==> config.mk <==
export PLATFORM = sky130hd
export DESIGN_NAME = svb_mdu
export DESIGN_NICKNAME = d
export VERILOG_FILES = /design/src/design/svb_pkg.sv /design/src/design/svb_mdu.sv
export SDC_FILE = /design/constraint.sdc
export NUM_CORES = 2
export LEC_CHECK = 0
export ABC_AREA = 1
export BUFFER_PORTS_ARGS = -buffer_cell sky130_fd_sc_hd__buf_2
export CORE_MARGIN = 2
export CORE_UTILIZATION = 30
export CTS_CLUSTER_SIZE = 20
export DETAILED_ROUTE_END_ITERATION = 16
export GPL_ROUTABILITY_DRIVEN = 0
export PLACE_DENSITY = 0.45
export SETUP_SLACK_MARGIN = 0.1
export SYNTH_ARGS = -nofsm -noshare
export SYNTH_HDL_FRONTEND = slang
export SYNTH_SLANG_ARGS = --single-unit
==> constraint.sdc <==
create_clock -name clock -period 14.4 [get_ports clock]
set_input_delay 0.72 -clock clock [delete_from_list [all_inputs] [get_ports clock]]
set_output_delay 0.72 -clock clock [all_outputs]
set_load 0.01 [all_outputs]
==> src/design/svb_pkg.sv <==
package svb_pkg;

   localparam int DATA_WIDTH = 32;
   localparam int FRAC_BITS  = 24;
   localparam int RHO_W      = FRAC_BITS + 2;

   // internal arithmetic: 64-bit signed, saturating at +/-(2^62-1)
   localparam int IW = 64;
   localparam int PW = 2 * IW;
   localparam int MW = IW - 2;

   localparam int MUL_STEPS  = IW;
   localparam int DIV_STEPS  = IW + FRAC_BITS;
   localparam int SQRT_STEPS = IW;
   localparam int CNT_W      = $clog2(DIV_STEPS);

   localparam logic signed [IW-1:0] WIDE_LIM = {2'b00, {MW{1'b1}}};
   localparam logic signed [IW-1:0] ONE_Q =
      {{(IW-FRAC_BITS-1){1'b0}}, 1'b1, {FRAC_BITS{1'b0}}};
   localparam logic signed [IW-1:0] QUARTER_Q = ONE_Q >>> 2;
   localparam logic signed [IW-1:0] OUT_MAX =
      {{(IW-DATA_WIDTH+1){1'b0}}, {(DATA_WIDTH-1){1'b1}}};
   localparam logic signed [IW-1:0] OUT_MIN =
      {{(IW-DATA_WIDTH+1){1'b1}}, {(DATA_WIDTH-1){1'b0}}};

   localparam logic [DATA_WIDTH-2:0] SLOPE_B_RESET =
      (DATA_WIDTH-1)'(((1 << FRAC_BITS) + 5) / 10);
   localparam logic [DATA_WIDTH-2:0] SIGMA_RESET =
      (DATA_WIDTH-1)'(((1 << FRAC_BITS) + 10) / 20);

   // configuration register indexes
   localparam int CSR_IW = 3;
   localparam logic [CSR_IW-1:0] REG_LEVEL_A   = 3'd0;
   localparam logic [CSR_IW-1:0] REG_SLOPE_B   = 3'd1;
   localparam logic [CSR_IW-1:0] REG_SKEW_RHO  = 3'd2;
   localparam logic [CSR_IW-1:0] REG_SHIFT_M   = 3'd3;
   localparam logic [CSR_IW-1:0] REG_SIGMA     = 3'd4;
   localparam logic [CSR_IW-1:0] REG_TOLERANCE = 3'd5;

   // arithmetic unit operations
   localparam logic [1:0] OP_FMUL = 2'd0;  // fixed-point product, saturated
   localparam logic [1:0] OP_MULW = 2'd1;  // full 128-bit product of magnitudes
   localparam logic [1:0] OP_FDIV = 2'd2;  // fixed-point quotient, saturated
   localparam logic [1:0] OP_SQRT = 2'd3;  // floor square root of 128-bit radicand

   typedef struct packed {
      logic                 start;
      logic [1:0]           op;
      logic signed [IW-1:0] opa;
      logic signed [IW-1:0] opb;
      logic [PW-1:0]        rad;
   } svb_mdu_req_type;

   typedef struct packed {
      logic                 done;
      logic signed [IW-1:0] res;
      logic [PW-1:0]        prod;
   } svb_mdu_rsp_type;

   typedef struct packed {
      logic signed [DATA_WIDTH-1:0] worst;
      logic signed [DATA_WIDTH-1:0] point;
      logic                         free;
   } svb_sweep_type;

   function automatic logic signed [IW+1:0] wx(input logic signed [IW-1:0] v);
      return {{2{v[IW-1]}}, v};
   endfunction

   function automatic logic signed [IW-1:0] sat_sum(input logic signed [IW+1:0] v);
      logic signed [IW+1:0] lim;
      lim = {2'b00, WIDE_LIM};
      if (v > lim) begin
         return WIDE_LIM;
      end else if (v < -lim) begin
         return -WIDE_LIM;
      end
      return v[IW-1:0];
   endfunction

   function automatic logic signed [DATA_WIDTH-1:0] clamp_out(
      input logic signed [IW-1:0] v);
      if (v > OUT_MAX) begin
         return OUT_MAX[DATA_WIDTH-1:0];
      end else if (v < OUT_MIN) begin
         return OUT_MIN[DATA_WIDTH-1:0];
      end
      return v[DATA_WIDTH-1:0];
   endfunction

endpackage

==> src/design/svb_mdu.sv <==
module svb_mdu import svb_pkg::*; (
   input  logic            clock,
   input  logic            reset,
   input  svb_mdu_req_type mdu_req,
   output svb_mdu_rsp_type mdu_rsp
);

   localparam logic [1:0] PH_IDLE = 2'd0;
   localparam logic [1:0] PH_RUN  = 2'd1;
   localparam logic [1:0] PH_FIN  = 2'd2;

   logic [1:0]           ph_ff, ph_in;
   logic [1:0]           op_ff, op_in;
   logic                 neg_ff, neg_in;
   logic [CNT_W-1:0]     cnt_ff, cnt_in;
   logic [IW-1:0]        ma_ff, ma_in;    // multiplicand or divisor
   logic [IW-1:0]        hi_ff, hi_in;    // product high, remainder or root
   logic [PW-1:0]        lo_ff, lo_in;    // multiplier, numerator/quotient or radicand
   logic [IW+1:0]        rem_ff, rem_in;  // square root remainder
   logic signed [IW-1:0] res_ff, res_in;
   logic                 done_ff, done_in;

   always_comb begin
      logic [IW-1:0]   mag_a;
      logic [IW-1:0]   mag_b;
      logic [IW:0]     msum;
      logic [IW:0]     r2;
      logic [IW:0]     rdiff;
      logic            qbit;
      logic [IW+3:0]   rem2;
      logic [IW+3:0]   trial;
      logic [IW+3:0]   sdiff;
      logic [PW-1:0]   prod;
      logic [IW-1:0]   mag;
      logic [CNT_W-1:0] last_cnt;

      ph_in   = ph_ff;
      op_in   = op_ff;
      neg_in  = neg_ff;
      cnt_in  = cnt_ff;
      ma_in   = ma_ff;
      hi_in   = hi_ff;
      lo_in   = lo_ff;
      rem_in  = rem_ff;
      res_in  = res_ff;
      done_in = 1'b0;

      mag_a = mdu_req.opa[IW-1] ? (~mdu_req.opa + 1'b1) : mdu_req.opa;
      mag_b = mdu_req.opb[IW-1] ? (~mdu_req.opb + 1'b1) : mdu_req.opb;
      msum  = {1'b0, hi_ff} + (lo_ff[0] ? {1'b0, ma_ff} : {(IW+1){1'b0}});
      r2    = {hi_ff, lo_ff[PW-1]};
      rdiff = r2 - {1'b0, ma_ff};
      qbit  = (r2 >= {1'b0, ma_ff});
      rem2  = {rem_ff, lo_ff[PW-1:PW-2]};
      trial = {2'b00, hi_ff, 2'b01};
      sdiff = rem2 - trial;
      prod  = {hi_ff, lo_ff[IW-1:0]};
      last_cnt = (op_ff == OP_FDIV) ? CNT_W'(DIV_STEPS - 1) :
                 (op_ff == OP_SQRT) ? CNT_W'(SQRT_STEPS - 1) : CNT_W'(MUL_STEPS - 1);

      case (op_ff)
         OP_FDIV: mag = (|lo_ff[DIV_STEPS-1:MW]) ? WIDE_LIM : {2'b00, lo_ff[MW-1:0]};
         OP_SQRT: mag = (|hi_ff[IW-1:MW]) ? WIDE_LIM : {2'b00, hi_ff[MW-1:0]};
         default: mag = (|prod[PW-1:MW+FRAC_BITS]) ? WIDE_LIM :
                        {2'b00, prod[MW+FRAC_BITS-1:FRAC_BITS]};
      endcase

      case (ph_ff)
         PH_IDLE: begin
            if (mdu_req.start) begin
               op_in  = mdu_req.op;
               cnt_in = '0;
               ph_in  = PH_RUN;
               neg_in = (mdu_req.op == OP_FMUL || mdu_req.op == OP_FDIV) &&
                        (mdu_req.opa[IW-1] != mdu_req.opb[IW-1]);
               case (mdu_req.op)
                  OP_FDIV: begin
                     ma_in = mag_b;
                     hi_in = '0;
                     lo_in = {mag_a, {(PW-IW){1'b0}}};
                     // zero divisor: 0/0 gives 0, anything else saturates
                     if (mag_b == '0) begin
                        lo_in = (mag_a == '0) ? '0 : '1;
                        ph_in = PH_FIN;
                     end
                  end
                  OP_SQRT: begin
                     hi_in  = '0;
                     rem_in = '0;
                     lo_in  = mdu_req.rad;
                  end
                  default: begin
                     ma_in = mag_a;
                     hi_in = '0;
                     lo_in = {{IW{1'b0}}, mag_b};
                  end
               endcase
            end
         end
         PH_RUN: begin
            cnt_in = cnt_ff + 1'b1;
            case (op_ff)
               OP_FDIV: begin
                  hi_in = qbit ? rdiff[IW-1:0] : r2[IW-1:0];
                  lo_in = {lo_ff[PW-2:0], qbit};
               end
               OP_SQRT: begin
                  if (rem2 >= trial) begin
                     rem_in = sdiff[IW+1:0];
                     hi_in  = {hi_ff[IW-2:0], 1'b1};
                  end else begin
                     rem_in = rem2[IW+1:0];
                     hi_in  = {hi_ff[IW-2:0], 1'b0};
                  end
                  lo_in = {lo_ff[PW-3:0], 2'b00};
               end
               default: begin
                  hi_in = msum[IW:1];
                  lo_in = {{IW{1'b0}}, msum[0], lo_ff[IW-1:1]};
               end
            endcase
            if (cnt_ff == last_cnt) begin
               ph_in = PH_FIN;
            end
         end
         PH_FIN: begin
            res_in  = neg_ff ? (~mag + 1'b1) : mag;
            done_in = 1'b1;
            ph_in   = PH_IDLE;
         end
         default: ph_in = PH_IDLE;
      endcase
   end

   always_ff @(posedge clock) begin
      if (reset) begin
         ph_ff   <= PH_IDLE;
         done_ff <= 1'b0;
      end else begin
         ph_ff   <= ph_in;
         done_ff <= done_in;
      end
      op_ff  <= op_in;
      neg_ff <= neg_in;
      cnt_ff <= cnt_in;
      ma_ff  <= ma_in;
      hi_ff  <= hi_in;
      lo_ff  <= lo_in;
      rem_ff <= rem_in;
      res_ff <= res_in;
   end

   assign mdu_rsp.done = done_ff;
   assign mdu_rsp.res  = res_ff;
   assign mdu_rsp.prod = {hi_ff, lo_ff[IW-1:0]};

   a_start_idle: assert property (@(posedge clock) disable iff (reset)
      mdu_req.start |-> ph_ff == PH_IDLE)
      else $error("operation started while unit busy");

   a_done_after_fin: assert property (@(posedge clock) disable iff (reset)
      done_ff |-> $past(ph_ff) == PH_FIN)
      else $error("done without finishing step");

   a_res_saturated: assert property (@(posedge clock) disable iff (reset)
      done_ff |-> (res_ff <= WIDE_LIM && res_ff >= -WIDE_LIM))
      else $error("result outside saturation range");

endmodule

* After elaboration in Yosys (flattened, before gate mapping) *
Cells that the tools add are included.

cells by class
  add/sub/neg operators = 7
  magnitude comparators = 2
  reductions and logical operators = 15
  equal/unequal tests = 12
  bitwise logic cells = 4
  multiplexer cells = 34

operator list
  kind                                                              number
  128-bit case mux with 2 select lines                              3
  128-bit two-way mux                                               3
  64-bit two-way mux                                                6
  64-bit case mux with 2 select lines                               3
  66-bit two-way mux                                                4
  64-bit by 1-bit adder with 64-bit output (second input constant)  3
  64-bit inverter                                                   3
  62-bit two-way mux                                                3
  66-bit case mux with 2 select lines                               1
  64-bit logical NOT                                                2
  62-bit case mux with 2 select lines                               1
  68-bit by 66-bit >= comparator with 1-bit output                  1
  66-bit subtractor                                                 1
  64-bit by 64-bit adder with 65-bit output                         1
  65-bit by 64-bit >= comparator with 1-bit output                  1
  64-bit subtractor                                                 1
  42-bit OR reduction                                               1
  26-bit OR reduction                                               1
  7-bit two-way mux                                                 2
  7-bit case mux with 2 select lines                                1
  2-bit equality test (second input constant)                       5
  2-bit two-way mux                                                 4
  7-bit by 1-bit adder with 7-bit output (second input constant)    1
  7-bit equality test                                               1
  other kinds (15)                                                  21

storage, ports and cells
  bits in registers = 399
  input port bits = 261

* Logic depth before layout (Yosys ltp) *
  depth after elaboration = 9
  gate-level depth with buffers = 22

* Least setup slack after synthesis *
Ideal clock, no wire load.

  kind = input port to flip-flop
  from = input port mdu_req[258] in the netlist's numbering
  to = register cnt_ff[0] (enable)
  required time = 13.850 ns
  stages on the path = 4
  data arrival time = 5.104 ns
  setup slack = 8.746 ns
  cell sequence = inv_1 > nor3_1 > nor2_1 > inv_1

on the way
  word-level cells in the longest chain between the ends = 2

ends and longest elaborated chain
  item                                    line            text
  start, declared                         svb_mdu.sv:4    input svb_mdu_req_type mdu_req,
  2-bit inequality test (no source line)  -
  2-bit AND reduction (no source line)    -
  end signal, assigned                    svb_mdu.sv:145  cnt_ff <= cnt_in;
  end, declared                           svb_mdu.sv:15   logic [CNT_W-1:0] cnt_ff, cnt_in;

No other way between the ends.
A chain may end at the register's enable or synchronous reset.

* Worst setup path in the final report *
  from = register op_ff[1]
  to = register res_ff[46] (data pin)

on the way
  word-level cells in the longest chain between the ends = 5
  elaborated cells between the ends (all ways) = 6
  those cells by class = add/sub: 1; eq/ne: 2; mux: 2; bitwise: 1

ends and longest elaborated chain
  item                                      line            text
  start, declared                           svb_mdu.sv:13   logic [1:0] op_ff, op_in;
  start signal, assigned                    svb_mdu.sv:143  op_ff <= op_in;
  2-bit equality test                       svb_mdu.sv:61   case (op_ff)
  62-bit case mux with 2 select lines (*)   svb_mdu.sv:61
  64-bit inverter                           svb_mdu.sv:127  res_in = neg_ff ? (~mag + 1'b1) : mag;
  64-bit by 1-bit adder with 64-bit output  svb_mdu.sv:127
  64-bit two-way mux (*)                    svb_mdu.sv:127
  end signal, assigned                      svb_mdu.sv:150  res_ff <= res_in;
  end, declared                             svb_mdu.sv:20   logic signed [IW-1:0] res_ff, res_in;

Mark *: on every way between the ends. The rest lies on a longest branch, timed or not.

==> impl_summary.log <==
[metrics] detail-routed net length per standard cell: between 20 and 30 um
[metrics] CP top delay family: simple AND/OR/NAND/NOR gates
[metrics] required time of the critical path: 14.81 ns
[metrics] FF/Latch Area: 0.0120 mm^2
[metrics] class of the most critical setup path: flip-flop to flip-flop
[metrics] I/O pin count: 454
[metrics] cell leakage power: roughly 23 nW
[metrics] maximum vdd drop: a little over 0.09 mV
[metrics] Core Rows: approximately 140
[metrics] type of element launching the critical path: flip-flop
[metrics] violations in the final reports: max-capacitance violations, max-slew violations
[metrics] Most used DFF post-synth: sky130_fd_sc_hd__edfxtp_1
[metrics] area of the core: ~0.15 mm^2
[metrics] Filler Cells Inserted: 17.2k
[metrics] post-layout net count: between 8k and 9k
[metrics] MaxCap Viol Count: 6
[metrics] worst slew margin relative to its limit: -13.2%
[metrics] met3 Track Usage GR: under 10%
[metrics] number of pins with negative max-slew slack in the final report: 14
[metrics] M1 GR Usage: 43.3%
[metrics] Post-Layout Inst Area: a little over 0.05 mm^2
[metrics] final HPWL from detailed placement: 230 mm
[metrics] Num CTS Buffers: 54
[metrics] post-detailed-route via-to-cell ratio: 5.63
[metrics] multi-input combinational cell area: 0.0282 mm^2
[metrics] count of distinct cell types in the synthesized netlist: 56
[metrics] series of cell instances along the critical path: buf_12 -> clkinv_2 -> nor2_4 -> inv_2 -> buf_4 -> nor2_1 -> nor4_1 -> nand3_1 -> clkinv_1 -> ha_1 -> nand3_1 -> nor2_2 -> nand4_1 -> nor2_1 -> nand4_1 -> nand3_1 -> nand2_1
[metrics] Die Area: 0.155 mm^2
[metrics] number of global-route vias before repair: 51.3k
[metrics] initial cell density of the core: 30.3%
[metrics] final WL: 277 mm
[metrics] number of antenna violations at the first check in global routing: 27
[metrics] final critical-path share of the clock period: 40.0%
[metrics] setup slack, reg-to-reg: 8.64 ns
[metrics] clk_lat worst skew: 0.70 ns
[metrics] area share of the largest cell type after synthesis: roughly a quarter
[metrics] Clock Sinks: between 300 and 400
[metrics] crit path time final: 5.76 ns
[metrics] maximum clock insertion buffer count: 3
[metrics] cell repeated most along the worst path: sky130_fd_sc_hd__nand3_1
[metrics] destination of the worst register-to-register timing path: res_ff[46]
[metrics] Worst Path Buf+Inv: 5
[metrics] endpoints failing hold: 0
[metrics] height of the chip: 393 um
[metrics] most used routing layer: met2
[metrics] Yosys Warn Count: 0
[metrics] wire length of the first global-routing pass: 383 mm
[metrics] post-CTS repair timing setup buffer count: 0
[metrics] met2 Use GR: 52.5%
[metrics] DRT Pass-1 Iters: 9
[metrics] # resized after CTS: 0
[metrics] DRC marker count from the first detailed-route iteration: approximately 7.9k
[metrics] Final setup violation count: 0
[metrics] synthesized flop and latch total: 399
[metrics] placed inst area: 0.0493 mm^2
[metrics] fraction of layout cells with a size suffix above 1: 9.08%
[metrics] final global-route overflow total: 0
[metrics] summed instance area of the synthesized netlist: 0.0455 mm^2
[metrics] Post-synth EDFFs: between 300 and 400
[metrics] overall routing resource usage: 34.2%
[metrics] Setup Skew: 0.0417 ns
[metrics] number of buffers inserted for hold repair after clock tree synthesis: 0
[metrics] largest net degree at the start of global routing: approximately 180
[metrics] status: finished with violations
[metrics] clock root buffer: sky130_fd_sc_hd__clkbuf_16
[metrics] library cell occupying the most area in the post-synthesis netlist: sky130_fd_sc_hd__edfxtp_1
[metrics] worst min path class: primary input to flip-flop
[metrics] syn nets: 7888
[metrics] RSZ-0062 raised after global routing: false
[metrics] critical path arrival: 6.17 ns
[metrics] area added between synthesis and finish: 12.5%
[metrics] count of input and output buffers: 453
[metrics] clock slew seen by the registers of the worst setup and hold paths: 0.06 ns
[metrics] post-placement worst setup slack: 9.06 ns
[metrics] leading cell type by number of instances after synthesis: sky130_fd_sc_hd__nand2_1
[metrics] CTS tree: done
[metrics] Cells after Synth: 7427
[metrics] total number of vias: 54.9k
[metrics] Crit Reg-Reg Startpoint: op_ff[1]
[metrics] Post-Synthesis Mean Instance Area: between 6 and 7 um^2
[metrics] peak clock frequency supported by timing: 174 MHz
[metrics] Async S/R FF share, synth: 0%
[metrics] top post-synthesis cells by area: sky130_fd_sc_hd__edfxtp_1 (26%), sky130_fd_sc_hd__nand2_1 (17%), sky130_fd_sc_hd__nor2_1 (8.5%)
[metrics] maximum fanout along the worst path: 93
[metrics] Worst-Margin Slew: 1.68 ns
[metrics] worst hold path startpoint: reset
[metrics] Max H-tree Level: 2
[metrics] cell area power density: 118 mW/mm^2
[metrics] slowest cell on the critical path: sky130_fd_sc_hd__nor4_1
[metrics] final worst-path setup slack: 8.64 ns
[metrics] r2r worst-path depth: 17
[metrics] cell depth of the worst min-delay path: 2
[metrics] Max stage delay on crit path: about 0.98 ns
[metrics] DRT antenna net count: 0
[metrics] final setup TNS: 0 ns
[metrics] crit path capture type: flip-flop
[metrics] Endpoint, Worst Hold: ph_ff[0]
[metrics] detailed-route DRC error count: 0
[metrics] most common library cells after synthesis: sky130_fd_sc_hd__nand2_1 (2110), sky130_fd_sc_hd__nor2_1 (1026), sky130_fd_sc_hd__inv_1 (1003)
[metrics] die width: 393 um
[metrics] part of the Yosys area used for sequential elements: a little over a quarter
layer usage:
layer | share of wire [%] | wire (um)
met5 | 0.060 | 166
met4 | 7.5 | 20700
met2 | 43 | 118000
met1 | 40 | 110000
met3 | 10 | 28700
final cells by class:
| class | count | share of cell area [%] |
|---|---|---|
| Multi-Input combinational cell | 5689 | 55.1 |
| Timing Repair Buffer | 512 | 5.37 |
| Clock buffer | 62 | 2.70 |
| Inverter | 1028 | 7.58 |
| Tap cell | 2016 | 4.93 |
| Clock inverter | 39 | 0.905 |
| Sequential cell | 399 | 23.4 |
| Antenna cell | 8 | 0.0391 |
how the worst max path moves through the flow:
stage	endpoint	slack, ns	cells past startpoint	startpoint
global route	res_ff[62]	8.54	17	op_ff[1]
floorplan	cnt_ff[0]	8.75	4	mdu_req[258]
CTS	res_ff[46]	9.03	17	op_ff[1]
global placement	res_ff[46]	9.11	17	op_ff[1]
detailed placement	res_ff[62]	9.06	17	op_ff[1]
finish	res_ff[46]	8.64	17	op_ff[1]
cell families (layout without fill, tap and decap cells):
| family | Yosys count | count (layout) | synth area share, % |
|---|---|---|---|
| and+or+nand+nor | 3965 | 3965 | 36.0 |
| xor gates and xnor gates | 159 | 159 | 3.06 |
| buffers and inverters | 1339 | 1641 | 11.9 |
| adders and majority gates | 200 | 200 | 5.54 |
| DFF | 399 | 399 | 26.3 |
| other | 0 | 8 | 0 |
| muxes | 1 | 1 | 0.0220 |
| AOI/OAI and AO/OA | 1364 | 1364 | 17.3 |
sequential cells by signal, indices dropped and copies added (netlist names), 2 cells and up:
| signal | cells |
|---|---|
| cnt_ff | 7 |
| hi_ff | 64 |
| res_ff | 64 |
| op_ff | 2 |
| ph_ff | 2 |
| lo_ff | 128 |
| ma_ff | 64 |
| rem_ff | 66 |
report_power, final:
group / leakage [nW] / total [mW] / internal, mW / switching (mW)
sequential: 3.90 / 1.70 / 1.48 / 0.217
clock: 0.897 / 1.47 / 0.839 / 0.627
combinational: 18.6 / 2.87 / 0.782 / 2.09
placed cells by master, fill, tap and decap left out, types with 22 or more instances in the layout:
cell and count:
sky130_fd_sc_hd__nand3_1 528, sky130_fd_sc_hd__nor2_1 1020, sky130_fd_sc_hd__clkbuf_16 54, sky130_fd_sc_hd__nand2_1 2106
sky130_fd_sc_hd__xnor2_1 87, sky130_fd_sc_hd__o211ai_1 52, sky130_fd_sc_hd__o21ai_0 466, sky130_fd_sc_hd__a21o_1 33
sky130_fd_sc_hd__nand4_1 95, sky130_fd_sc_hd__edfxtp_1 396, sky130_fd_sc_hd__a31oi_1 38, sky130_fd_sc_hd__nor3_1 65
sky130_fd_sc_hd__a211oi_1 24, sky130_fd_sc_hd__a21oi_1 493, sky130_fd_sc_hd__a221oi_1 85, sky130_fd_sc_hd__xor2_1 72
sky130_fd_sc_hd__inv_1 1001, sky130_fd_sc_hd__buf_2 453, sky130_fd_sc_hd__nor2_2 22, sky130_fd_sc_hd__o22ai_1 53
sky130_fd_sc_hd__nand3b_1 52, sky130_fd_sc_hd__buf_4 56, sky130_fd_sc_hd__o21bai_1 37, sky130_fd_sc_hd__ha_1 198
stage by stage:
stage	instances	utilization [%]	power, mW	hold WS (ns)
3_5_place_dp	9641	32.8	4.46	0.539
3_3_place_gp	9641	32.8	4.48	0.536
4_1_cts	9742	34.0	5.93	0.189
6_report	9753	34.1	6.04	0.213
5_1_grt	9747	34.1	6.25	0.228
2_1_floorplan	7427	-	3.28	0.444
Note: power is estimated with default switching activity, not from simulation.
