<file path="src/design/svb_pkg.sv">
package svb_pkg;

   localparam int DATA_WIDTH = 32;
   localparam int FRAC_BITS  = 24;
   localparam int RHO_W      = FRAC_BITS + 2;

   // internal arithmetic: 64-bit signed, saturating at +/-(2^62-1)
   localparam int IW = 64;
   localparam int PW = 2 * IW;
   localparam int MW = IW - 2;

   localparam int MUL_STEPS  = IW;
   localparam int DIV_STEPS  = IW + FRAC_BITS;
   localparam int SQRT_STEPS = IW;
   localparam int CNT_W      = $clog2(DIV_STEPS);

   localparam logic signed [IW-1:0] WIDE_LIM = {2'b00, {MW{1'b1}}};
   localparam logic signed [IW-1:0] ONE_Q =
      {{(IW-FRAC_BITS-1){1'b0}}, 1'b1, {FRAC_BITS{1'b0}}};
   localparam logic signed [IW-1:0] QUARTER_Q = ONE_Q >>> 2;
   localparam logic signed [IW-1:0] OUT_MAX =
      {{(IW-DATA_WIDTH+1){1'b0}}, {(DATA_WIDTH-1){1'b1}}};
   localparam logic signed [IW-1:0] OUT_MIN =
      {{(IW-DATA_WIDTH+1){1'b1}}, {(DATA_WIDTH-1){1'b0}}};

   localparam logic [DATA_WIDTH-2:0] SLOPE_B_RESET =
      (DATA_WIDTH-1)'(((1 << FRAC_BITS) + 5) / 10);
   localparam logic [DATA_WIDTH-2:0] SIGMA_RESET =
      (DATA_WIDTH-1)'(((1 << FRAC_BITS) + 10) / 20);

   // configuration register indexes
   localparam int CSR_IW = 3;
   localparam logic [CSR_IW-1:0] REG_LEVEL_A   = 3'd0;
   localparam logic [CSR_IW-1:0] REG_SLOPE_B   = 3'd1;
   localparam logic [CSR_IW-1:0] REG_SKEW_RHO  = 3'd2;
   localparam logic [CSR_IW-1:0] REG_SHIFT_M   = 3'd3;
   localparam logic [CSR_IW-1:0] REG_SIGMA     = 3'd4;
   localparam logic [CSR_IW-1:0] REG_TOLERANCE = 3'd5;

   // arithmetic unit operations
   localparam logic [1:0] OP_FMUL = 2'd0;  // fixed-point product, saturated
   localparam logic [1:0] OP_MULW = 2'd1;  // full 128-bit product of magnitudes
   localparam logic [1:0] OP_FDIV = 2'd2;  // fixed-point quotient, saturated
   localparam logic [1:0] OP_SQRT = 2'd3;  // floor square root of 128-bit radicand

   typedef struct packed {
      logic                 start;
      logic [1:0]           op;
      logic signed [IW-1:0] opa;
      logic signed [IW-1:0] opb;
      logic [PW-1:0]        rad;
   } svb_mdu_req_type;

   typedef struct packed {
      logic                 done;
      logic signed [IW-1:0] res;
      logic [PW-1:0]        prod;
   } svb_mdu_rsp_type;

   typedef struct packed {
      logic signed [DATA_WIDTH-1:0] worst;
      logic signed [DATA_WIDTH-1:0] point;
      logic                         free;
   } svb_sweep_type;

   function automatic logic signed [IW+1:0] wx(input logic signed [IW-1:0] v);
      return {{2{v[IW-1]}}, v};
   endfunction

   function automatic logic signed [IW-1:0] sat_sum(input logic signed [IW+1:0] v);
      logic signed [IW+1:0] lim;
      lim = {2'b00, WIDE_LIM};
      if (v > lim) begin
         return WIDE_LIM;
      end else if (v < -lim) begin
         return -WIDE_LIM;
      end
      return v[IW-1:0];
   endfunction

   function automatic logic signed [DATA_WIDTH-1:0] clamp_out(
      input logic signed [IW-1:0] v);
      if (v > OUT_MAX) begin
         return OUT_MAX[DATA_WIDTH-1:0];
      end else if (v < OUT_MIN) begin
         return OUT_MIN[DATA_WIDTH-1:0];
      end
      return v[DATA_WIDTH-1:0];
   endfunction

endpackage

</file>
<file path="src/design/svb_sweep.sv">
module svb_sweep import svb_pkg::*; (
   input  logic                         clock,
   input  logic                         reset,
   input  logic                         upd,
   input  logic                         last,
   input  logic signed [DATA_WIDTH-1:0] gq,
   input  logic signed [DATA_WIDTH-1:0] kpt,
   input  logic [DATA_WIDTH-2:0]        tol,
   output svb_sweep_type                summary
);

   logic signed [DATA_WIDTH-1:0] min_ff, min_in;
   logic signed [DATA_WIDTH-1:0] pt_ff, pt_in;
   logic                         started_ff, started_in;

   logic                         take;
   logic signed [DATA_WIDTH-1:0] nmin;
   logic signed [DATA_WIDTH-1:0] npt;
   logic signed [DATA_WIDTH:0]   neg_tol;

   // ties keep the earlier point
   assign take    = !started_ff || (gq < min_ff);
   assign nmin    = take ? gq : min_ff;
   assign npt     = take ? kpt : pt_ff;
   assign neg_tol = -$signed({2'b00, tol});

   assign summary.worst = nmin;
   assign summary.point = npt;
   assign summary.free  = ($signed({nmin[DATA_WIDTH-1], nmin}) >= neg_tol);

   always_comb begin
      min_in     = min_ff;
      pt_in      = pt_ff;
      started_in = started_ff;
      if (upd) begin
         if (last) begin
            min_in     = OUT_MAX[DATA_WIDTH-1:0];
            pt_in      = '0;
            started_in = 1'b0;
         end else begin
            min_in     = nmin;
            pt_in      = npt;
            started_in = 1'b1;
         end
      end
   end

   always_ff @(posedge clock) begin
      if (reset) begin
         min_ff     <= OUT_MAX[DATA_WIDTH-1:0];
         pt_ff      <= '0;
         started_ff <= 1'b0;
      end else begin
         min_ff     <= min_in;
         pt_ff      <= pt_in;
         started_ff <= started_in;
      end
   end

endmodule

</file>
<file path="config.mk">
export PLATFORM = sky130hd
export DESIGN_NAME = svb_sweep
export DESIGN_NICKNAME = d
export VERILOG_FILES = /design/src/design/svb_pkg.sv /design/src/design/svb_sweep.sv
export SDC_FILE = /design/constraint.sdc
export NUM_CORES = 1
export LEC_CHECK = 0
export BUFFER_PORTS_ARGS = -buffer_cell sky130_fd_sc_hd__buf_2
export CORE_ASPECT_RATIO = 0.9
export CORE_MARGIN = 2
export CORE_UTILIZATION = 50
export CTS_BUF_LIST = sky130_fd_sc_hd__clkbuf_4 sky130_fd_sc_hd__clkbuf_8
export CTS_CLUSTER_DIAMETER = 100
export DETAILED_ROUTE_END_ITERATION = 16
export PLACE_DENSITY = 0.9
export SLEW_MARGIN = 25
export SYNTH_ARGS = -nofsm -noshare
export SYNTH_HDL_FRONTEND = slang
export SYNTH_SLANG_ARGS = --single-unit
</file>
<file path="constraint.sdc">
create_clock -name clock -period 7.2 [get_ports clock]
set_clock_uncertainty 0.15 [all_clocks]
set_input_delay 0 -clock clock [delete_from_list [all_inputs] [get_ports clock]]
set_output_delay 0 -clock clock [all_outputs]
set_load 0.005 [all_outputs]
</file>
Word level (Yosys, flattened, before mapping)
Index checks and enable logic that the tools add are counted.
{"block": "op_classes", "n_shift": 0, "addsub": 1, "n_reduce_logical": 2, "n_mul": 0, "order_cmp": 2, "muxes": 5, "n_bitwise": 0, "eq_ne": 0, "div_mod_pow": 0}
{"operator": "$mux 32", "n": 4}
{"operator": "$ge 32x33->1", "n": 1}
{"operator": "$neg 31->33", "n": 1}
{"operator": "$lt 32x32->1", "n": 1}
{"operator": "$logic_not 1->1", "n": 1}
{"operator": "$logic_or 1x1->1", "n": 1}
{"operator": "$mux 1", "n": 1}
{"block": "word_totals", "inputBits": 99, "rom_bits": 0, "regBits": 65, "mem_bits_rw": 0, "elab_cells": 13, "latchBits": 0, "output_inout_bits": 65, "memories": 0}

Logic depth before layout (Yosys ltp)
Gate-level depths: netlist of run 1.
{"block": "depth", "word_depth": 4, "ltp_mapped": 19, "mapped_depth_nobuf": 17}

Worst setup path before layout of run 1
OpenSTA, ideal clock, no wires.
{"block": "synth_path", "path_type": "register to output", "start": "register min_ff[14]", "end": "output summary[0] (netlist bit)", "arrival_time_ns": 4.181, "setup_slack_ns": 2.869, "required_ns": 7.050, "path_stages_with_launch": 20, "path_buffers": 2, "cell_sequence": "dfxtp_1 inv_1 ha_1 and4_1 nand2_1 o311a_1 a211o_1 a21o_1 nand2_1 clkbuf_1 buf_2 mux2_2 ha_1 a21o_1 a21o_1 a21o_1 a21o_1 a211oi_1 o21ai_0 a31o_2"}
{"element": "start, declared", "line_no": "svb_sweep.sv:12", "source": "logic signed [DATA_WIDTH-1:0] min_ff, min_in;"}
{"element": "start signal, assigned", "line_no": "svb_sweep.sv:50", "source": "min_ff <= OUT_MAX[DATA_WIDTH-1:0];"}
{"element": "start signal, assigned", "line_no": "svb_sweep.sv:54", "source": "min_ff <= min_in;"}
{"element": "end, declared", "line_no": "svb_sweep.sv:9", "source": "output svb_sweep_type summary"}

==> results of run 1 <==
-- report_power, final --
group          total [mW]  internal [mW]  switching, mW
registers           0.384          0.375        0.00839
clock network       0.359          0.199          0.160
logic               0.306          0.158          0.148
-- metrics by stage --
| step | cell area, sq um | hold WS, ns | setup WS [ns] |
|---|---|---|---|
| final | 6641 | 0.2740 | 1.864 |
| after detailed placement | 5749 | 0.07980 | 2.082 |
| after global placement | 5744 | 0.06532 | 2.202 |
| after CTS | 6636 | 0.2476 | 1.659 |
| after global routing | 6641 | 0.2626 | 1.610 |
| after floorplan | 4852 | -0.07153 | 2.869 |
-- state kept, by name, indices dropped and copies added, names as in the netlist --
| name | flops |
|---|---|
| started_ff | 1 |
| pt_ff | 32 |
| min_ff | 32 |
-- cell families (layout without fill, tap and decap cells) --
| kind of cell | after synthesis | after routing | share of synthesized area |
|---|---|---|---|
| AO/OA/AOI/OAI | 121 | 121 | 0.1978 |
| AND/OR/NAND/NOR | 101 | 101 | 0.1168 |
| adder cells (fa/ha/maj) | 65 | 65 | 0.1676 |
| multiplexers | 65 | 65 | 0.1506 |
| flip-flops | 65 | 65 | 0.2682 |
| buffers and inverters | 58 | 283 | 0.04848 |
| XOR/XNOR | 28 | 28 | 0.05054 |
-- worst max path at each step --
stage                     depth (start not counted)        from         end  slack, ns
after CTS                                        18  min_ff[25]  summary[0]       1.66
after global routing                             18  min_ff[25]  summary[0]       1.61
final                                            18  min_ff[25]  summary[0]       1.86
after detailed placement                         18  min_ff[25]  summary[0]       2.08
after global placement                           18  min_ff[14]  summary[0]       2.20
after floorplan                                  19  min_ff[14]  summary[0]       2.87
-- layout make-up --
| cell class | instances | share of cell area |
|---|---|---|
| multi-input cells | 380 | 0.5013 |
| repair buffers | 231 | 0.2246 |
| flip-flops and latches | 65 | 0.1959 |
| well taps | 126 | 0.02374 |
| inverters | 36 | 0.02035 |
| clock buffers | 9 | 0.01865 |
| clock inverters | 7 | 0.01545 |
-- synthesized netlist by cell type, types with 7 or more instances --
master	number
sky130_fd_sc_hd__ha_1	65
sky130_fd_sc_hd__clkbuf_1	13
sky130_fd_sc_hd__a2bb2oi_1	31
sky130_fd_sc_hd__inv_1	36
sky130_fd_sc_hd__nand2_1	19
sky130_fd_sc_hd__xor2_1	19
sky130_fd_sc_hd__nor2_1	22
sky130_fd_sc_hd__a21oi_1	11
sky130_fd_sc_hd__buf_2	8
sky130_fd_sc_hd__o21ai_0	7
sky130_fd_sc_hd__nor3_1	11
sky130_fd_sc_hd__dfxtp_1	65
sky130_fd_sc_hd__xnor2_1	9
sky130_fd_sc_hd__nand4_1	8
sky130_fd_sc_hd__mux2_2	64
sky130_fd_sc_hd__a22o_1	34
sky130_fd_sc_hd__nand3_1	8
sky130_fd_sc_hd__a21o_1	18
-- layer usage --
| metal | vias up | wire, um | global-route usage |
|---|---|---|---|
| met4 | 0 | 256 | 0.07988 |
| met5 | - | 0 | 0 |
| met3 | 31 | 1068 | 0.06774 |
| li1 | 2350 | - | - |
| met1 | 2313 | 6285 | 0.3393 |
| met2 | 218 | 7539 | 0.5249 |
-- worst max-delay path, stage by stage (launching register included) --
cell,delay [ns]
sky130_fd_sc_hd__dfxtp_1,0.35
sky130_fd_sc_hd__inv_1,0.06
sky130_fd_sc_hd__ha_1,0.30
sky130_fd_sc_hd__a21o_1,0.18
sky130_fd_sc_hd__a221o_1,0.33
sky130_fd_sc_hd__a221oi_1,0.35
sky130_fd_sc_hd__o21a_1,0.24
sky130_fd_sc_hd__nand3_1,0.19
sky130_fd_sc_hd__nand2_4,0.53
sky130_fd_sc_hd__buf_4,0.42
sky130_fd_sc_hd__mux2_2,0.40
sky130_fd_sc_hd__ha_1,0.32
sky130_fd_sc_hd__a21o_1,0.16
sky130_fd_sc_hd__a21o_1,0.17
sky130_fd_sc_hd__a21oi_1,0.14
sky130_fd_sc_hd__o21ai_0,0.12
sky130_fd_sc_hd__a22o_1,0.24
sky130_fd_sc_hd__a31o_2,0.21
sky130_fd_sc_hd__buf_2,0.12
==> summary.md, run 1 <==
| Metric | Value |
|---|---|
| Status | complete, no violations |
| Detail-routed via count per cell | 5.752 |
| Most frequently used flop master after synthesis | sky130_fd_sc_hd__dfxtp_1 |
| Top post-synthesis cells by area | sky130_fd_sc_hd__dfxtp_1 27%, sky130_fd_sc_hd__ha_1 17%, sky130_fd_sc_hd__mux2_2 15% |
| Post-synth design cell area | slightly below 0.005 sq mm |
| Number of nets with antenna violations after detailed routing | 0 |
| Final critical-path share of the clock period | 0.7411 |
| HPWL after detailed placement | 10280 um |
| Number of antenna violations at the first check in global routing | 0 |
| Total number of vias | 4912 |
| Fraction of registers with async set/reset | 0 |
| Cts-stage hold buffer count | 66 |
| Total number of nets in the final design | 887 |
| Number of enable flip-flop cells after synthesis | 0 |
| Synth warnings | 0 |
| Area enclosed by the die boundary | 0.01051 sq mm |
| Combined global-route utilization of all metal layers | 0.2904 |
| N_diodes | 0 |
| DRC violation total after the first TritonRoute iteration | 385 |
| Horizontal die dimension | 107.8 um |
| Drt first pass iters | 5 |
| Residual DRC | 0 |
| WL per Instance | 17.74 um |
| CTS tree | built |
| Fill cells | 699 |
| Final critical-path required period | 5.336 ns |
| Highest attainable clock frequency | 187.4 MHz |
| Commonest cells after routing, fill and taps aside | 163 x sky130_fd_sc_hd__buf_2, 66 x sky130_fd_sc_hd__dlygate4sd3_1, 65 x sky130_fd_sc_hd__ha_1, 65 x sky130_fd_sc_hd__dfxtp_1, 64 x sky130_fd_sc_hd__mux2_2 |
| Area fraction of the dominant cell type after synthesis | 0.2682 |
| Maximum number of pins on one net before global-route repair | 65 |
| Initial Util | 0.5069 |
| Final setup violation count | 0 |
| Synth-to-Final Area Change | 36.87% |
| Data arrival time of the critical path | 5.19 ns |
| Multi-input logic area | roughly 0.0033 sq mm |
| Site Rows | 34 |
| WS Path Type | reg -> out |
| Wire length of the first global-routing pass | 24430 um |
| Static leakage power | 3.369 nW |
| Finished Layout Cells | 854 |
| CTS Buffer Depth | 2 |
| Critical Path End Type | primary output |
| Avg Synthesized Cell Area | 9.646 sq um |
| Maximum fanout along the worst path | 43 |
| Root buf cell | sky130_fd_sc_hd__clkbuf_8 |
| Height of the die | just under 100 um |
| Clock Sink Count | 65 |
| Crit Reg-Reg Endpoint | min_ff[5] |
| Worst R2R Start | min_ff[11] |
| H-tree levels | 3 |
| Number of cells on the worst hold path | 3 |
| Most frequent standard cell in the layout excluding fill and tap cells | sky130_fd_sc_hd__buf_2 |
| Capture endpoint of the worst hold path | pt_ff[28] |
| Total routed wirelength | 15150 um |
| Type of origin of the critical path | flop |
| Total area of sequential cells | 0.001301 sq mm |
| Vias in the first global route | 5034 |
| Power per standard cell area | approximately 160 mW/mm^2 |
| Number of buffers added by the clock tree synthesis step | 9 |
| Setup repair after global routing missed its margin | no |
| Ports placed on the boundary | about 160 |
| Placer congestion estimate | 0.8375 |
| Worst Hold Launch | kpt[28] |
| Worst Tran Pin Value | 0.7295 ns |
| PnR Total Power | 1.048 mW |
| Overall overflow remaining after global route | 0 |
| Worst min-delay path class | in -> reg |
| Placed Cells incl. Taps | 772 |
| IO buf count | 163 |
| Clk_lat worst skew | 0.35 ns |
| Layout cell share with drive strength beyond 1 | 0.3530 |
| Library cell occupying the most area in the post-synthesis netlist | sky130_fd_sc_hd__dfxtp_1 |
| Post-CTS Setup Inserts | 0 |
| Worst-case vdd ir drop | slightly above 0.0001 V |
| Setup slack on the worst flop-to-flop path | 3.90 ns |
| Hold Fails Final Rpt | 0 |
| Maximum Capacitance Violations | 0 |
| Number of cell instances on the worst register-to-register path | 9 |
| Data required time of the worst path | 7.05 ns |
| Post-cts sizing count | 0 |
| Max Transition Viols Final | 0 |
| Clock edge transition at the registers on the reported setup and hold paths | 0.07 ns |
| Max transition margin | 0.5137 |
| Total of flip-flops plus latches after synthesis | 65 |
| Netlist cell types | 46 |
| Count of mapped cells out of synthesis | approximately 500 |
| Sequential share of the synthesized area | 0.2682 |
| Final setup TNS | 0 ns |
| Placeable core region | 0.009572 sq mm |
| Post-route core utilization | 0.6939 |
| Number of nets produced by synthesis | 667 |
Power figures use the tool's default switching activity.
==> run 2: changes to the inputs <==
--- a/config.mk
+++ b/config.mk
@@ -8,11 +8,11 @@
 export BUFFER_PORTS_ARGS = -buffer_cell sky130_fd_sc_hd__buf_2
 export CORE_ASPECT_RATIO = 0.9
 export CORE_MARGIN = 2
-export CORE_UTILIZATION = 50
+export CORE_UTILIZATION = 48
 export CTS_BUF_LIST = sky130_fd_sc_hd__clkbuf_4 sky130_fd_sc_hd__clkbuf_8
 export CTS_CLUSTER_DIAMETER = 100
 export DETAILED_ROUTE_END_ITERATION = 16
-export PLACE_DENSITY = 0.9
+export PLACE_DENSITY = 0.91
 export SLEW_MARGIN = 25
 export SYNTH_ARGS = -nofsm -noshare
 export SYNTH_HDL_FRONTEND = slang
==> constraint.sdc (replaced) <==
create_clock -name clock -period 4.4 [get_ports clock]
set_clock_uncertainty 0.15 [all_clocks]
set_input_delay 0 -clock clock [delete_from_list [all_inputs] [get_ports clock]]
set_output_delay 0 -clock clock [all_outputs]
set_load 0.005 [all_outputs]
==> run 2 against run 1 <==
Compared with the run above: the flow now finishes with violations (negative setup slack); worst hold slack worse by 0.0046 ns; sequential power is 65% higher; critical path depth is 3 higher; clock power rose by 69%; cell area increased by 17%; critical path type unchanged; highest routed layer unchanged.
==> summary.md, run 2 (synthesized netlist as in run 1, its figures left out) <==
| Metric | Value |
|---|---|
| Status | finished, violations left |
| Failing checks | negative setup slack |
| Data arrival time of the critical path | 4.76 ns |
| N_diodes | 0 |
| Worst R2R Start | min_ff[9] |
| Clk_lat worst skew | 0.37 ns |
| Crit Reg-Reg Endpoint | min_ff[14] |
| Total number of nets in the final design | 935 |
| Height of the die | 99.38 um |
| Setup slack on the worst flop-to-flop path | 0.59 ns |
| Final setup violation count | 1 |
| Clock edge transition at the registers on the reported setup and hold paths | 0.09 ns |
| Total number of vias | 5684 |
| Residual DRC | 0 |
| Static leakage power | approximately 3.7 nW |
| Site Rows | 34 |
| Power per standard cell area | about 250 mW/mm^2 |
| Initial Util | 0.4981 |
| Post-route core utilization | 0.7990 |
| PnR Total Power | 1.936 mW |
| Number of antenna violations at the first check in global routing | 0 |
| Clock Sink Count | 65 |
| CTS Buffer Depth | 2 |
| Launching element of the worst setup path | min_ff[9] |
| Maximum fanout along the worst path | 6 |
| Final critical-path required period | about 5 ns |
| Commonest cells after routing, fill and taps aside | 163 x sky130_fd_sc_hd__buf_2, 66 x sky130_fd_sc_hd__dlygate4sd3_1, 50 x sky130_fd_sc_hd__dfxtp_1, 44 x sky130_fd_sc_hd__mux2_2, 36 x sky130_fd_sc_hd__buf_4 |
| Highest attainable clock frequency | 203.8 MHz |
| Detail-routed via count per cell | between 6 and 7 |
| Area enclosed by the die boundary | 0.01093 sq mm |
| DRC violation total after the first TritonRoute iteration | 506 |
| HPWL after detailed placement | roughly 11000 um |
| Worst-case vdd ir drop | ~0.00021 V |
| Worst hold margin | about 0.27 ns |
| Hold Fails Final Rpt | 0 |
| List of cells traversed by the critical path | inv_1, ha_4, a21oi_1, o21ai_0, a221oi_1, a211o_1, buf_6, nand3_4, nand2_8, buf_12, buf_4, buf_4, mux2_4, ha_4, nand4_1, nor3_1, a211oi_2, o31ai_1, a22o_1, a31o_2, buf_2 |
| Most frequent standard cell in the layout excluding fill and tap cells | sky130_fd_sc_hd__buf_2 |
| H-tree levels | 3 |
| Vias in the first global route | 5849 |
| Worst Tran Pin Value | between 0.7 and 0.8 ns |
| Root buf cell | sky130_fd_sc_hd__clkbuf_8 |
| Max transition margin | 0.5227 |
| WL per Instance | roughly 23 um |
| Synth-to-Final Area Change | 60.42% |
| Critical Path End Type | primary output |
| Final critical-path share of the clock period | 1.115 |
| Placed Cells incl. Taps | approximately 780 |
| Worst setup margin | -0.5070 ns |
| IO buf count | 163 |
| Drt first pass iters | 6 |
| CTS tree | built |
| Maximum number of pins on one net before global-route repair | 37 |
| Overall overflow remaining after global route | 0 |
| Setup repair after global routing missed its margin | yes |
| Final setup TNS | -0.5070 ns |
| Total routed wirelength | 20690 um |
| Wire length of the first global-routing pass | between 20000 and 30000 um |
| Finished Layout Cells | 902 |
| Largest registers ranked by flip-flop count | min_ff x32, pt_ff x32, started_ff x1 |
| Ports placed on the boundary | 164 |
| Horizontal die dimension | 110.0 um |
| Max Transition Viols Final | 0 |
| Placer congestion estimate | 0.8388 |
| Data required time of the worst path | 4.25 ns |
| Type of origin of the critical path | flop |
| Number of buffers added by the clock tree synthesis step | 9 |
| Number of cell instances on the worst register-to-register path | 12 |
| Worst Hold Launch | kpt[15] |
| Max incr delay on CP | approximately 0.5 ns |
| Worst min-delay path class | in -> reg |
| Maximum Capacitance Violations | 0 |
| Number of nets with antenna violations after detailed routing | 0 |
| Layout cell share with drive strength beyond 1 | 0.5013 |
| WS Path Type | reg -> out |
| Combined global-route utilization of all metal layers | 0.3504 |
| Placeable core region | 0.009742 sq mm |
| Worst setup endpoint | summary[0] |
| Standard cell with the maximum stage delay on the critical path | sky130_fd_sc_hd__nor3_1 |
-- run 2: changes by cell type in the layout (fill, tap and decap cells not counted), sizes merged --
cell	before	now
inv	38	37
buf	165	213
clkinvlp	0	1
-- run 2: power breakdown --
part           switching, mW  internal [mW]  leakage (nW)
Clock                  0.284          0.324         0.110
Sequential            0.0171          0.615         0.525
Combinational          0.327          0.368          3.05
-- run 2: how the worst min path moves through the flow --
stage                      end  slack [ns]  depth (start not counted)
floorplan           started_ff       -0.07                          1
global placement    started_ff        0.06                          2
detailed placement  started_ff        0.07                          2
CTS                 min_ff[30]        0.23                          4
global route        started_ff        0.27                          3
finish               pt_ff[15]        0.27                          3
-- run 2: per-layer routing --
metal	vias to the layer above	wire, um	GRT usage	share of wire
met1	2635	7512	0.3715	0.36
met4	0	1592	0.2308	0.077
li1	2439	-	-	-
met2	462	9642	0.6097	0.47
met5	-	0	0	0
met3	148	1946	0.08453	0.094
-- run 2: layout make-up --
type | count | area (sq um)
multi-input cells | 380 | 3958
repair buffers | 279 | 1987
fillers | 509 | 1958
flip-flops and latches | 65 | 1320
well taps | 126 | 157.7
inverters | 36 | 135.1
clock buffers | 9 | 123.9
clock inverters | 7 | 102.6
-- run 2: critical path: cells and delay by family (launching register included) --
| kind | cells | cell delay, ns |
|---|---|---|
| simple gates | 4 | 0.85 |
| mux | 1 | 0.32 |
| flops | 1 | 0.33 |
| compound gates | 8 | 1.66 |
| buf+inv | 6 | 0.72 |
| fa+ha+maj | 2 | 0.51 |
-- run 2: what timing repair did --
action,in CTS,in global routing
buffers inserted,29,12
gates resized for setup,92,40
endpoints found under the setup margin,1,1
gates cloned,2,0
hold buffers,66,0
pin swaps,28,24
hold endpoints to repair,65,0
-- run 2: stage by stage --
step           instance area, sq um  worst slack (ns)
5_1_grt                        7784           -0.5801
2_1_floorplan                  4852           0.06885
4_1_cts                        7513          0.001390
3_5_place_dp                   5816           0.06287
6_report                       7784           -0.5070
3_3_place_gp                   5814            0.1592
